### config.mk
export PLATFORM = sky130hd
export DESIGN_NAME = ppt_div
export DESIGN_NICKNAME = d
export VERILOG_FILES = /design/src/ppt_div.sv
export SDC_FILE = /design/constraint.sdc
export NUM_CORES = 1
export LEC_CHECK = 0
export BUFFER_PORTS_ARGS = -buffer_cell sky130_fd_sc_hd__clkbuf_2
export CORE_ASPECT_RATIO = 1.2
export CORE_MARGIN = 4
export CORE_UTILIZATION = 40
export CTS_CLUSTER_DIAMETER = 200
export DETAILED_ROUTE_END_ITERATION = 8
export SYNTH_ARGS = -nofsm -noshare
export SYNTH_HDL_FRONTEND = slang
export SYNTH_SLANG_ARGS = --single-unit
### constraint.sdc
create_clock -name aclk -period 4.6 [get_ports aclk]
set_input_delay 0.23 -clock aclk [delete_from_list [all_inputs] [get_ports aclk]]
set_output_delay 0.23 -clock aclk [all_outputs]
set_load 0.02 [all_outputs]
### src/ppt_div.sv
// restoring unsigned divider, one quotient bit per cycle
// no package dependencies
module ppt_div #(
    parameter int WIDTH = 20
) (
    input  logic             aclk,
    input  logic             aresetn,
    input  logic             start,
    input  logic [WIDTH-1:0] dividend,
    input  logic [WIDTH-1:0] divisor,
    output logic             done,
    output logic [WIDTH-1:0] quotient,
    output logic [WIDTH-1:0] remainder
);

    localparam int CW = $clog2(WIDTH + 1);

    logic             busy_reg, busy_next;
    logic             done_reg, done_next;
    logic [CW-1:0]    cnt_reg, cnt_next;
    logic [WIDTH-1:0] quot_reg, quot_next;
    logic [WIDTH-1:0] rem_reg, rem_next;
    logic [WIDTH-1:0] dsr_reg, dsr_next;

    logic [WIDTH:0]   rem_sh;
    logic [WIDTH:0]   rem_diff;
    logic             fits;

    assign rem_sh   = {rem_reg, quot_reg[WIDTH-1]};
    assign fits     = rem_sh >= {1'b0, dsr_reg};
    assign rem_diff = rem_sh - {1'b0, dsr_reg};

    always_comb begin
        busy_next = busy_reg;
        done_next = 1'b0;
        cnt_next  = cnt_reg;
        quot_next = quot_reg;
        rem_next  = rem_reg;
        dsr_next  = dsr_reg;
        if (start) begin
            busy_next = 1'b1;
            cnt_next  = CW'(WIDTH);
            quot_next = dividend;
            rem_next  = '0;
            dsr_next  = divisor;
        end else if (busy_reg) begin
            // shift the next dividend bit in, subtract when it fits
            rem_next  = fits ? rem_diff[WIDTH-1:0] : rem_sh[WIDTH-1:0];
            quot_next = {quot_reg[WIDTH-2:0], fits};
            cnt_next  = cnt_reg - CW'(1);
            if (cnt_reg == CW'(1)) begin
                busy_next = 1'b0;
                done_next = 1'b1;
            end
        end
    end

    always_ff @(posedge aclk) begin
        if (!aresetn) begin
            busy_reg <= 1'b0;
            done_reg <= 1'b0;
            cnt_reg  <= '0;
        end else begin
            busy_reg <= busy_next;
            done_reg <= done_next;
            cnt_reg  <= cnt_next;
        end
        quot_reg <= quot_next;
        rem_reg  <= rem_next;
        dsr_reg  <= dsr_next;
    end

    assign done      = done_reg;
    assign quotient  = quot_reg;
    assign remainder = rem_reg;

endmodule

==> run_results.csv <==
group,metric,value,unit
global_route,number_of_global_route_vias_before_repair,3146,
floorplanning,fp.dieH,115,um
clock_tree,cts-hold-fix-buffers,0,
clock_tree,worst_setup_hold_path_clk_slew,0.07,ns
critical_path,critical-path-max-stage-delay,0.67,ns
critical_path,path_depth,9,
sta,max_slew_margin,27.9,%
status,run_status,"completed",
logic_synthesis,ys_seq_area_share,46.0,%
logic_synthesis,asyncSetResetFlopFracSynth,0,%
detailed_routing,detailedRoute.firstPassIterationCount,4,
cells_and_area,instances_no_fill,581,
clock_tree,numCtsBuffers,9,
clock_tree,tritoncts_num_sinks,67,
power,vdd.ir_drop.worst,0.167,mV
critical_path,critical_path.endpoint_type,"register",
floorplanning,floorplan.initialDensity,41.4,%
critical_path,path_max_fanout,12,
cells_and_area,finalNetCount,522,
global_route,grt_pass1_wl,15200,um
floorplanning,die_area,11100,um2
floorplanning,core_area,9130,um2
clock_tree,post_cts_resize_count,0,
sta,postLayoutSetupSlackWorst,1.67,ns
sta,setup_tns,0,ns
global_route,grt_antenna_before_repair,0,
sta,setup-violations-final,0,
power,leakage_component_of_the_power,1.92,nW
power,relative_contribution_of_combinational_cells_to_total_power,22.5,%
detailed_routing,drtAntennaViolNets,0,
clock_tree,cts_tree,"yes",
critical_path,crit_buf_inv,1,
logic_synthesis,synth.cell_area,3780,um2
sta,number_of_pins_with_negative_max_slew_slack_in_the_final_report,0,
cells_and_area,syn_to_final_growth,17.5,%
min_path,whs_path_depth,1,
sta,final_period_utilization,63.7,%
power,seq_power_share,47.4,%
sta,finClkSkew,0.0116,ns
logic_synthesis,synth.net_count,442,
logic_synthesis,yosys_most_used_dff,"edfxtp_1",
flow_run,maxCapViolCount,0,
sta,fmax,342,MHz
power,design_power_total,1.52,mW
sta,max_slew.worst_pin.slew,1.08,ns
detailed_routing,detailedRoute.firstIterationViolations,137,
logic_synthesis,synth_cell_types,51,
detailed_routing,drcViolationCount,0,
power,power-per-cell-area,341,nW/um2
global_route,grt_usage,17.1,%
critical_path,worstSetupStartpointType,"register",
critical_path,rr_worst_depth,9,
global_route,grt_overflow,0,
place,final_wtd_congestion,0.866,
place,placed_cells,565,
detailed_routing,viasPerCell,5.45,
clock_tree,clk_latency,0.34,ns
critical_path,worst_path_dominant_cell_family,"compound AO/OA/AOI/OAI gates",
floorplanning,die_x,96.8,um
logic_synthesis,synth_warnings,0,
clock_tree,postCtsSetupBuffers,0,
detailed_routing,detail_route.wirelength,8980,um
power,switching_power,461,uW
floorplanning,floorplan.io_pins,84,
sta,grt_setup_unrepaired,"no",
logic_synthesis,synth_area_per_cell,10.1,um2
cells_and_area,layout.cells.most_common_list,"83 x clkbuf_2, 40 x edfxtp_1, 31 x inv_1, 31 x nand2_1",
critical_path,arrival_time_reported_for_the_critical_path_endpoint,3.18,ns
critical_path,required,4.85,ns
cells_and_area,commonest_non_fill_non_tap_cell_in_the_layout,"clkbuf_2",
power,netSwitchingFraction,30.4,%
clock_tree,cts.root.buffer_cell,"clkbuf_8",
place,buffer_ports.inserted,83,
place,hpwl,6420,um
place,preCtsSetupSlack,1.72,ns
power,internal-power,1.05,mW
logic_synthesis,syn-instance-count,376,
critical_path,criticalPathCategory,"reg -> reg",
critical_path,critical_path.cell_chain,"ha_1 > a21oi_4 > o21a_1 > o21ai_1 > a211o_1 > a31oi_1 > buf_4 > nand2_1 > a311oi_1",
logic_synthesis,synth_edf_count,40,
min_path,hold_path.class,"in -> reg",
clock_tree,cts_htree_levels,3,
global_route,grt_start_max_net_pins,56,
power,share_clk_of_total_power,30.1,%
sta,timing_hold_violations_final,0,
clock_tree,cts-root-to-sink-buffers,2,
cells_and_area,diodes,0,
cells_and_area,final_layout_size_suffix_gt1_share,27.3,%
detailed_routing,dr_total_vias,3165,
detailed_routing,routed_wire_length_per_instance,15.4,um
logic_synthesis,synth_seq_cells,67,
floorplanning,total_number_of_placement_rows,38,
critical_path,critical_path.slowest_cell,"a31oi_1",
sta,finalCriticalPeriod,2.93,ns
==> logic make-up after synthesis <==
group | count (synthesis) | synth area share, %
muxes | 23 | 6.75
adders and majority gates | 23 | 7.80
and+or+nand+nor | 108 | 13.2
AOI/OAI and AO/OA | 89 | 16.2
xor gates and xnor gates | 17 | 3.94
buffers and inverters | 49 | 6.12
DFF | 67 | 46.0
==> synthesized netlist by cell type, drive strengths merged, types with 4 or more instances <==
library cell	count	area (um2)
clkbuf	9	45.0
inv	31	116
nand2	31	116
xor2	4	35.0
mux2	20	225
a21oi	25	148
o21a	6	45.0
xnor2	13	114
nor2	27	101
or3	4	25.0
edfxtp	40	1200
ha	22	275
a21o	5	38.8
a32oi	4	35.0
o21ai	20	100
nand2b	4	25.0
nand3	25	125
a311oi	7	61.3
dfxtp	27	541
buf	9	70.1
==> worst register-to-register path, cell delays in order, from the launching register on <==
cell and delay, ns:
dfxtp_1 0.36, ha_1 0.44, a21oi_4 0.19, o21a_1 0.14, o21ai_1 0.06, a211o_1 0.33, a31oi_1 0.67, buf_4 0.34
nand2_1 0.08, a311oi_1 0.25
==> layout make-up <==
type / count / area (um2)
fillers: 903 / 4680
multi-input cells: 260 / 1810
flip-flops and latches: 67 / 1740
repair buffers: 87 / 445
clock buffers: 12 / 156
well taps: 120 / 150
inverters: 31 / 116
clock inverters: 4 / 25.0
==> stage by stage <==
stage	hold WS, ns	area (um2)	util, %
after floorplan	0.329	3780	-
after global placement	0.407	4260	46.7
final	0.0612	4450	48.7
after detailed placement	0.409	4260	46.7
after CTS	0.0407	4450	48.7
after global routing	0.0375	4450	48.7
==> worst paths after layout <==
| kind | startpoint | to | slack [ns] |
|---|---|---|---|
| max | remainder[13]$_SDFFE_PP0P_ | remainder[13]$_SDFFE_PP0P_ | 1.67 |
| min | divisor[7] | dsr_reg[7]$_DFFE_PP_ | 0.06 |
| max reg2reg | remainder[13]$_SDFFE_PP0P_ | remainder[13]$_SDFFE_PP0P_ | 1.67 |
| min reg2reg | remainder[4]$_SDFFE_PP0P_ | remainder[4]$_SDFFE_PP0P_ | 0.52 |
==> routing by layer <==
metal  track usage (%)  routed length [um]  vias up
met5                 0                   0        -
li1                  -                   -     1522
met3              4.33                 582       17
met1              21.4                3970     1517
met2              28.3                4280      109
met4              6.84                 146        0
==> power by group through the flow <==
stage | combinational [mW] | clock (mW) | sequential [mW]
after floorplan | 0.218 | 0 | 0.761
after global placement | 0.337 | 0 | 0.730
after global routing | 0.382 | 0.501 | 0.726
after detailed placement | 0.341 | 0 | 0.732
after CTS | 0.342 | 0.468 | 0.719
final | 0.342 | 0.456 | 0.718
(Power assumes the default switching activity.)
